<file path="src/hw/rtl/bale_pkg.sv">
// Package for the bounded array list engine: parameters, codes and state types.
`timescale 1ns / 1ps
`default_nettype none

package bale_pkg;

   // Built number of list slots.
   localparam int CAPACITY_DEF = 8;

   // Width of the capacity_in_use register and its reset value.
   localparam int          CAP_REG_W   = 4;
   localparam logic [3:0]  CAP_RESET   = 4'd8;

   // Word address bit that selects a configuration register.
   localparam logic        REG_CAPACITY_IN_USE = 1'b0;

   typedef enum logic [2:0] {
      CMD_APPEND    = 3'd0,
      CMD_INSERT    = 3'd1,
      CMD_DEL_SHIFT = 3'd2,
      CMD_DEL_SWAP  = 3'd3,
      CMD_READ      = 3'd4
   } cmd_type;

   typedef enum logic [1:0] {
      STATUS_DONE  = 2'd0,
      STATUS_FULL  = 2'd1,
      STATUS_RANGE = 2'd2
   } status_type;

   typedef enum logic [1:0] {
      ST_IDLE,
      ST_FETCH,
      ST_MOVE,
      ST_PLACE
   } state_type;

endpackage

`default_nettype wire

</file>
<file path="src/hw/rtl/bale_ram.sv">
// Generic simple dual-port RAM with one write port and a registered read port.
`timescale 1ns / 1ps
`default_nettype none

module bale_ram #(
   parameter int WIDTH = 32,
   parameter int DEPTH = 8,
   parameter int AW    = 3
) (
   input  wire logic             clock,
   input  wire logic             we,
   input  wire logic [AW-1:0]    waddr,
   input  wire logic [WIDTH-1:0] wdata,
   input  wire logic [AW-1:0]    raddr,
   output logic      [WIDTH-1:0] rdata
);

   logic [WIDTH-1:0] mem_ff [DEPTH];
   logic [WIDTH-1:0] rdata_ff;

   always_ff @(posedge clock) begin
      if (we) begin
         mem_ff[waddr] <= wdata;
      end
      rdata_ff <= mem_ff[raddr];
   end

   assign rdata = rdata_ff;

endmodule

`default_nettype wire

</file>
<file path="src/hw/rtl/bounded_array_list_engine.sv">
// Top level of the bounded array list engine: sequencer, count and configuration register.
`timescale 1ns / 1ps
`default_nettype none

// A packed list of up to CAPACITY 32-bit words kept in one RAM, plus a word count.
// An item (req_cmd, req_position, req_value) is taken at a rising edge where start
// is high and busy is low. Exactly one result per item appears on the rsp_ ports
// for one cycle, marked by rsp_strobe, in the cycle after the item's last step.
// The receiver cannot stall; results are never held back.
// Append, any error, insert at the end and delete of the last word finish on acceptance.
// Read and delete with swap pass through the fetch and move states once.
// Insert at position p below the count n moves each word from n-1 down to p up one
// slot, then writes the new word in the place state; delete with shift at position p
// below n-1 moves each word from p+1 to n-1 down one slot.
// Each moved word costs one read and one write of the single RAM, whose read
// data is registered, so each word moved takes a fetch step and a move step.
// The next item may be accepted in the same cycle its predecessor's result shows.
// capacity_in_use is to be written over the APB port while the block is idle, which the
// block itself does not enforce. Reset clears the word count and sets capacity_in_use to 8;
// the RAM contents are not cleared, since only words below the count are ever read.

module bounded_array_list_engine
   import bale_pkg::*;
#(
   parameter int CAPACITY = CAPACITY_DEF
) (
   input  wire logic        clock,
   input  wire logic        reset,
   input  wire logic        start,
   output logic             busy,
   input  wire logic [2:0]  req_cmd,
   input  wire logic [3:0]  req_position,
   input  wire logic [31:0] req_value,
   output logic             rsp_strobe,
   output logic [1:0]       rsp_status,
   output logic [3:0]       rsp_count,
   output logic [31:0]      rsp_read_value,
   input  wire logic        psel,
   input  wire logic        penable,
   input  wire logic        pwrite,
   input  wire logic [2:0]  paddr,
   input  wire logic [31:0] pwdata,
   output logic [31:0]      prdata,
   output logic             pready
);

   localparam int AW   = (CAPACITY > 1) ? $clog2(CAPACITY) : 1;
   localparam int CW   = $clog2(CAPACITY + 1);
   localparam int CMPW = (CW > 4) ? CW : 4;

   state_type             state_ff, state_in;
   cmd_type               op_ff, op_in;
   logic [CW-1:0]         held_ff, held_in;
   logic [CW-1:0]         pos_ff, pos_in;
   logic [CW-1:0]         idx_ff, idx_in;
   logic [31:0]           val_ff, val_in;
   logic [CAP_REG_W-1:0]  cap_ff;

   logic                  rsp_strobe_ff;
   status_type            rsp_status_ff;
   logic [3:0]            rsp_count_ff;
   logic [31:0]           rsp_read_value_ff;

   logic                  done;
   status_type            status;
   logic [31:0]           read_word;

   logic                  ram_we;
   logic [AW-1:0]         ram_waddr;
   logic [31:0]           ram_wdata;
   logic [AW-1:0]         ram_raddr;
   logic [31:0]           ram_rdata;

   logic                  accept;
   logic [CMPW-1:0]       pos_c, held_c, lim_c, cap_c, held_in_c;
   logic [CW-1:0]         pos_n, held_m1, idx_up, idx_dn;
   logic                  full;
   logic                  cfg_write;

   assign accept  = start && (state_ff == ST_IDLE);
   assign busy    = (state_ff != ST_IDLE);

   assign pos_c   = CMPW'(req_position);
   assign held_c  = CMPW'(held_ff);
   assign cap_c   = CMPW'(cap_ff);
   assign lim_c   = (cap_c < CMPW'(CAPACITY)) ? cap_c : CMPW'(CAPACITY);
   assign full    = (held_c >= lim_c);
   assign pos_n   = pos_c[CW-1:0];
   assign held_m1 = held_ff - CW'(1);
   assign idx_up  = idx_ff + CW'(1);
   assign idx_dn  = idx_ff - CW'(1);

   always_comb begin
      state_in  = state_ff;
      op_in     = op_ff;
      held_in   = held_ff;
      pos_in    = pos_ff;
      idx_in    = idx_ff;
      val_in    = val_ff;
      done      = 1'b0;
      status    = STATUS_DONE;
      read_word = '0;
      ram_we    = 1'b0;
      ram_waddr = idx_ff[AW-1:0];
      ram_wdata = ram_rdata;
      ram_raddr = idx_ff[AW-1:0];

      unique case (state_ff)
         ST_IDLE: begin
            if (start) begin
               op_in  = cmd_type'(req_cmd);
               pos_in = pos_n;
               val_in = req_value;
               unique case (cmd_type'(req_cmd))
                  CMD_APPEND: begin
                     done = 1'b1;
                     if (full) begin
                        status = STATUS_FULL;
                     end else begin
                        ram_we    = 1'b1;
                        ram_waddr = held_ff[AW-1:0];
                        ram_wdata = req_value;
                        held_in   = held_ff + CW'(1);
                     end
                  end
                  CMD_INSERT: begin
                     if (pos_c > held_c) begin
                        done   = 1'b1;
                        status = STATUS_RANGE;
                     end else if (full) begin
                        done   = 1'b1;
                        status = STATUS_FULL;
                     end else if (pos_c == held_c) begin
                        // Inserting at the end moves nothing.
                        done      = 1'b1;
                        ram_we    = 1'b1;
                        ram_waddr = pos_n[AW-1:0];
                        ram_wdata = req_value;
                        held_in   = held_ff + CW'(1);
                     end else begin
                        idx_in   = held_ff;
                        state_in = ST_FETCH;
                     end
                  end
                  CMD_DEL_SHIFT, CMD_DEL_SWAP: begin
                     if (pos_c >= held_c) begin
                        done   = 1'b1;
                        status = STATUS_RANGE;
                     end else if (pos_n == held_m1) begin
                        // Removing the last word only shortens the list.
                        done    = 1'b1;
                        held_in = held_m1;
                     end else begin
                        idx_in   = pos_n;
                        state_in = ST_FETCH;
                     end
                  end
                  CMD_READ: begin
                     if (pos_c >= held_c) begin
                        done   = 1'b1;
                        status = STATUS_RANGE;
                     end else begin
                        idx_in   = pos_n;
                        state_in = ST_FETCH;
                     end
                  end
                  default: begin
                     done   = 1'b1;
                     status = STATUS_RANGE;
                  end
               endcase
            end
         end
         ST_FETCH: begin
            unique case (op_ff)
               CMD_INSERT:    ram_raddr = idx_dn[AW-1:0];
               CMD_DEL_SHIFT: ram_raddr = idx_up[AW-1:0];
               CMD_DEL_SWAP:  ram_raddr = held_m1[AW-1:0];
               default:       ram_raddr = idx_ff[AW-1:0];
            endcase
            state_in = ST_MOVE;
         end
         ST_MOVE: begin
            unique case (op_ff)
               CMD_READ: begin
                  done      = 1'b1;
                  read_word = ram_rdata;
                  state_in  = ST_IDLE;
               end
               CMD_DEL_SWAP: begin
                  ram_we    = 1'b1;
                  ram_waddr = pos_ff[AW-1:0];
                  held_in   = held_m1;
                  done      = 1'b1;
                  state_in  = ST_IDLE;
               end
               CMD_DEL_SHIFT: begin
                  ram_we = 1'b1;
                  idx_in = idx_up;
                  if (idx_up < held_m1) begin
                     state_in = ST_FETCH;
                  end else begin
                     held_in  = held_m1;
                     done     = 1'b1;
                     state_in = ST_IDLE;
                  end
               end
               CMD_INSERT: begin
                  ram_we = 1'b1;
                  idx_in = idx_dn;
                  if (idx_dn > pos_ff) begin
                     state_in = ST_FETCH;
                  end else begin
                     state_in = ST_PLACE;
                  end
               end
               default: begin
                  done     = 1'b1;
                  status   = STATUS_RANGE;
                  state_in = ST_IDLE;
               end
            endcase
         end
         ST_PLACE: begin
            ram_we    = 1'b1;
            ram_waddr = pos_ff[AW-1:0];
            ram_wdata = val_ff;
            held_in   = held_ff + CW'(1);
            done      = 1'b1;
            state_in  = ST_IDLE;
         end
         default: begin
            state_in = ST_IDLE;
         end
      endcase
   end

   assign held_in_c = CMPW'(held_in);

   always_ff @(posedge clock) begin
      if (reset) begin
         state_ff      <= ST_IDLE;
         held_ff       <= '0;
         rsp_strobe_ff <= 1'b0;
      end else begin
         state_ff      <= state_in;
         held_ff       <= held_in;
         rsp_strobe_ff <= done;
      end
   end

   always_ff @(posedge clock) begin
      op_ff  <= op_in;
      pos_ff <= pos_in;
      idx_ff <= idx_in;
      val_ff <= val_in;
      if (done) begin
         rsp_status_ff     <= status;
         rsp_count_ff      <= held_in_c[3:0];
         rsp_read_value_ff <= read_word;
      end
   end

   bale_ram #(
      .WIDTH (32),
      .DEPTH (CAPACITY),
      .AW    (AW)
   ) u_slots (
      .clock (clock),
      .we    (ram_we),
      .waddr (ram_waddr),
      .wdata (ram_wdata),
      .raddr (ram_raddr),
      .rdata (ram_rdata)
   );

   // Configuration register.
   assign cfg_write = psel && penable && pwrite && (paddr[2] == REG_CAPACITY_IN_USE);

   always_ff @(posedge clock) begin
      if (reset) begin
         cap_ff <= CAP_RESET;
      end else if (cfg_write) begin
         cap_ff <= pwdata[CAP_REG_W-1:0];
      end
   end

   assign prdata = (paddr[2] == REG_CAPACITY_IN_USE) ? {{(32-CAP_REG_W){1'b0}}, cap_ff} : '0;
   assign pready = 1'b1;

   assign rsp_strobe     = rsp_strobe_ff;
   assign rsp_status     = rsp_status_ff;
   assign rsp_count      = rsp_count_ff;
   assign rsp_read_value = rsp_read_value_ff;

   // The count never exceeds the built capacity.
   a_held_bound: assert property (@(posedge clock) disable iff (reset)
      CMPW'(held_ff) <= CMPW'(CAPACITY))
      else $error("word count exceeds capacity");

   // The count moves by at most one word per cycle.
   a_held_step: assert property (@(posedge clock) disable iff (reset)
      !$past(reset) |-> (held_ff == $past(held_ff)) || (held_ff == $past(held_ff) + CW'(1))
                        || (held_ff == $past(held_ff) - CW'(1)))
      else $error("word count jumped");

   // The RAM is only written while an item is being worked on.
   a_write_owned: assert property (@(posedge clock) disable iff (reset)
      ram_we |-> (accept || state_ff != ST_IDLE))
      else $error("RAM write outside an item");

   // A result always comes back with the sequencer idle again.
   a_strobe_idle: assert property (@(posedge clock) disable iff (reset)
      rsp_strobe |-> (state_ff == ST_IDLE))
      else $error("result shown while still busy");

   // Failed items never return a word.
   a_error_zero: assert property (@(posedge clock) disable iff (reset)
      (rsp_strobe && rsp_status != STATUS_DONE) |-> (rsp_read_value == '0))
      else $error("failed item returned data");

endmodule

`default_nettype wire

</file>
<file path="config.mk">
export PLATFORM = sky130hd
export DESIGN_NAME = bounded_array_list_engine
export DESIGN_NICKNAME = d
export VERILOG_FILES = /design/src/hw/rtl/bale_pkg.sv /design/src/hw/rtl/bale_ram.sv /design/src/hw/rtl/bounded_array_list_engine.sv
export SDC_FILE = /design/constraint.sdc
export NUM_CORES = 1
export LEC_CHECK = 0
export BUFFER_PORTS_ARGS = -buffer_cell sky130_fd_sc_hd__buf_2
export CORE_ASPECT_RATIO = 1.25
export CORE_UTILIZATION = 64
export CTS_CLUSTER_DIAMETER = 40
export CTS_CLUSTER_SIZE = 12
export DETAILED_ROUTE_END_ITERATION = 16
export PLACE_DENSITY = 0.85
export REMOVE_ABC_BUFFERS = 1
export SYNTH_ARGS = -nofsm -noshare
export SYNTH_HDL_FRONTEND = slang
export SYNTH_SLANG_ARGS = --single-unit
</file>
<file path="constraint.sdc">
create_clock -name clock -period 8.4 [get_ports clock]
set_clock_uncertainty 0.1 [all_clocks]
set_input_delay 1.68 -clock clock [delete_from_list [all_inputs] [get_ports clock]]
set_output_delay 1.68 -clock clock [all_outputs]
set_load 0.01 [all_outputs]
</file>
==> implementation parameters <==
Parameter                              Value

Placed design
  Final RePlAce weighted congestion ... 0.944
  Buffers on Ports ... 93
  Estimated wirelength of the detail-placed design ... 20700 um
  Placed insts ... 1366
  Post-place instance area ... 16800 um^2
  Placement-stage worst setup slack ... 2.56 ns

STA
  Clock period minus final worst setup slack ... 5.51 ns
  Final critical-path share of the clock period ... 0.656
  Setup TNS ... 0 ns
  Max-slew headroom ... 0.190
  RSZ-0062 raised after global routing ... no
  Highest attainable clock frequency ... 182 MHz
  Crit path setup slack, layout ... 2.89 ns
  Worst hold slack after final layout ... 0.430 ns
  Final count of pins violating max slew ... 0
  Fin. Hold Viols ... 0
  Pin slew with the least headroom to its limit ... 1.21 ns
  Total of endpoints with negative setup slack in the final report ... 0

Critical path
  R2r worst-path depth ... 9
  Slack of the worst reg-to-reg path ... 2.89 ns
  Required time at the endpoint of the critical path ... 8.49 ns
  Cell Chain, Critical Path ... inv_1, ha_1, nor3b_1, o21ai_1, nand3b_4, nor2_2, buf_4, a22oi_1, o21ai_0
  CP max-delay cell ... sky130_fd_sc_hd__nor2_2
  Worst endpoint data arrival time ... 5.60 ns
  Critical path buffer and inverter count ... 2
  Worst r2r src ... held_c[0]
  Maximum fanout encountered on the critical timing path ... 35
  Crit path launch type ... register
  Category of cells accounting for the largest share of critical-path delay ... simple AND/OR/NAND/NOR gates
  Slowest Stage Delay on Critical Path ... 1.05 ns
  Critical setup path kind ... register to register
  Capturing element type of the critical path ... register
  Endpoint of the most critical register-to-register path ... u_slots.mem_ff[6][26]

Clocking
  Hold Buf Count CTS ... 0
  Clock network latency to the later pin of the worst-skew pair ... 0.53 ns
  Clock transition at path regs ... 0.06 ns
  Post CTS Setup Buffer Count ... 0
  Maximum level of the CTS H-tree ... 2
  Num CTS Buffers ... 43
  Maximum clock insertion buffer count ... 3
  CTS tree ... yes
  Sinks on the clock net ... 380
  Clock root buffer ... sky130_fd_sc_hd__clkbuf_16
  Post_cts resized ... 0

Power
  Combinational share of power ... 0.302
  Total leakage power ... 6.27 nW
  Reported net switching power ... 2.11 mW
  Relative contribution of the clock network to total power ... 0.264
  Power Total ... 6.59 mW
  Internal power ... 4.47 mW
  Ratio of total power to cell area ... 364 nW/um^2
  Worst IR drop on VDD ... 0.000230 V
  Power share of the sequential group ... 0.435
  Switching fraction of total power ... 0.321

Route
  DRC violations left ... 0
  Total detailed-routing wirelength ... 38400 um
  Antenna Violating Nets Remaining ... 0
  Vias ... 9686
  Highest signal layer in the routed design ... met4
  Amount of wire on met2 after detailed routing ... 19200 um
  Initial DRT Pass Iterations ... 5
  Average vias per placed instance ... 6.72
  Routed length per placed instance ... 26.6 um
  Detailed route wirelength on metal3 ... 3710 um
  Initial DRC count ... 972
  Routed met1 length ... 14000 um

Finish
  Summed area of non-filler cells in the final layout ... 18100 um^2
  Fin cells ... 1442
  Number of filler cells placed in the layout ... 1426
  Net count reported at finish ... 1185
  Fraction of final layout cells with drive strength greater than 1 ... 0.262
  Signed area change from the synthesized netlist to the final layout ... 12.3%
  Antenna fix cells ... 0
  Final core utilization ... 0.737

Die
  Die Y ... 180 um
  Effective utilization at floorplan ... 0.656
  Area of the placeable core ... 24600 um^2
  Site Rows ... 64
  IO Pins ... 153
  Die X ... 144 um
  Die area ... 25900 um^2

Logic synthesis
  Mapped Cells ... 981
  Share of the synthesized area in compound gates (AO/OA/AOI/OAI) ... 0.0810
  Count of different cell masters after synthesis ... 71
  Main combinational cell family by area after synthesis ... multiplexers
  Area share of and/or/nand/nor cells after synthesis ... 0.0556
  Flip-flop and latch count after synthesis ... 380
  YS warnings ... 0
  Leading register cell type out of synthesis ... sky130_fd_sc_hd__edfxtp_1
  Number of synthesized flops with an enable pin ... 337
  Proportion of synthesized chip area in sequential cells ... 0.681
  Share of async-settable or async-resettable flops after synthesis ... 0
  Mean instance size in the synthesized netlist ... 16.4 um^2
  Mux share of post-synthesis cell area ... 0.118
  Adder-cell area share of the yosys netlist ... 0.0186
  Area share of xor/xnor cells in the synthesized design ... 0.00907
  Synthesized area ... 16100 um^2

Flow run
  Max-cap check violation count ... 0

Global routing
  Wire length of the first global-routing pass ... 56900 um
  Initial antenna violation count ... 0
  Vias in the first global route ... 9802
  Largest net degree at the start of global routing ... 65
  GRT Total Usage ... 0.304
  GRT overflow ... 0

Outcome
  Outcome ... completed

Min path
  Number of instances on the worst hold path ... 2
  Launch point of the worst hold path ... cap_c[0]
  Class of the tightest hold or removal check ... register to register
  Endpoint with the worst hold slack ... cap_c[0]
## final cells by class
| cell class | instances | area [um^2] | area share |
|---|---|---|---|
| sequential | 380 | 11000 | 0.606 |
| clock inverter | 15 | 160 | 0.00884 |
| timing repair buffer | 112 | 608 | 0.0336 |
| multi-input combinational | 519 | 4720 | 0.260 |
| inverter | 25 | 93.8 | 0.00518 |
| tap | 330 | 413 | 0.0228 |
| clock buffer | 61 | 1140 | 0.0631 |
## power by group through the flow
stage	combinational, mW	sequential, mW	clock (mW)
4_1_cts	1.97	2.85	1.76
5_1_grt	2.13	2.88	1.83
6_report	1.99	2.86	1.74
3_3_place_gp	1.86	2.87	0
3_5_place_dp	1.95	2.88	0
2_1_floorplan	1.39	2.86	0
## cell usage in the layout (no fill, tap or decap), drive strengths merged, types with 4 or more instances in the layout
| master | instances |
|---|---|
| a21oi | 19 |
| a22oi | 65 |
| a31oi | 9 |
| and2 | 33 |
| and4 | 5 |
| buf | 112 |
| clkbuf | 61 |
| clkinv | 7 |
| conb | 29 |
| dfxtp | 43 |
| edfxtp | 337 |
| ha | 24 |
| inv | 28 |
| mux2 | 32 |
| mux2i | 10 |
| mux4 | 64 |
| nand2 | 19 |
| nand2b | 8 |
| nand3 | 9 |
| nand4 | 4 |
| nor2 | 32 |
| nor2b | 12 |
| nor3 | 12 |
| nor3b | 4 |
| o211ai | 6 |
| o21a | 5 |
| o21ai | 48 |
| o221ai | 4 |
| o22ai | 4 |
| xnor2 | 10 |
| xor2 | 4 |
## worst register-to-register path: cells and delay by family (launching register included)
family / cells / cell delay [ns]
flip-flops: 1 / 0.73
adder cells (fa/ha/maj): 1 / 0.34
AO/OA/AOI/OAI: 3 / 1.21
buffers and inverters: 2 / 0.71
AND/OR/NAND/NOR: 3 / 2.09
## Yosys cell counts (all sizes together), types with 3 or more instances
cell type  count  share of area
dfxtp         43          0.053
clkbuf        25         0.0058
and4           5         0.0027
a21oi         19         0.0061
a31oi          9         0.0039
xnor2         10         0.0054
buf           59          0.025
inv           24         0.0056
nor3          12         0.0051
o211ai         6         0.0028
xor2           4         0.0022
o31ai          3         0.0014
nand4          4         0.0016
edfxtp       337           0.63
nand3          9         0.0031
nor3b          4         0.0019
nor2          32         0.0074
mux2i         10         0.0062
and3           3         0.0012
o21a           5         0.0023
and2          33          0.013
a211oi         3         0.0014
nand2b         8         0.0031
o21ai         48          0.015
o22ai          4         0.0016
a221oi         3         0.0020
or3            3         0.0012
o221ai         4         0.0022
mux4          64          0.089
nand2         19         0.0044
a22oi         65          0.030
nor2b         12         0.0047
a22o           3         0.0016
mux2          32          0.022
ha            24          0.019
## per-layer routing
metal  up-vias  global-route usage
met1      4825               0.398
met5         -                   0
li1       4050                   -
met2       698               0.494
met3       113              0.0562
met4         0               0.145
## kinds of logic after synthesis
logic type	count (synthesis)
muxes	106
other	2
adders and majority gates	24
and+or+nand+nor	155
AOI/OAI and AO/OA	190
xor gates and xnor gates	15
buffers and inverters	109
DFF	380
## worst max-delay path by stage
| stage | startpoint | to | slack (ns) | cells after the start |
|---|---|---|---|---|
| global placement | req_position[0] | u_slots.mem_ff[5][11] | 2.71 | 10 |
| floorplan | state_ff[1] | u_slots.rdata[0] | 0.72 | 7 |
| CTS | held_c[0] | u_slots.mem_ff[2][24] | 3.03 | 9 |
| finish | held_c[0] | u_slots.mem_ff[6][26] | 2.89 | 9 |
| detailed placement | req_position[0] | u_slots.mem_ff[2][29] | 2.56 | 10 |
| global route | held_c[0] | u_slots.mem_ff[3][24] | 2.75 | 9 |
## flip-flops by register name (all words and copies together), names as in the netlist, 4 cells and up
signal,cells
idx_ff,4
cap_c,4
pos_ff,4
rsp_read_value,32
u_slots.rdata,32
rsp_count,4
u_slots.mem_ff,256
val_ff,32
held_c,4
Note: power is estimated with default switching activity, not from simulation.
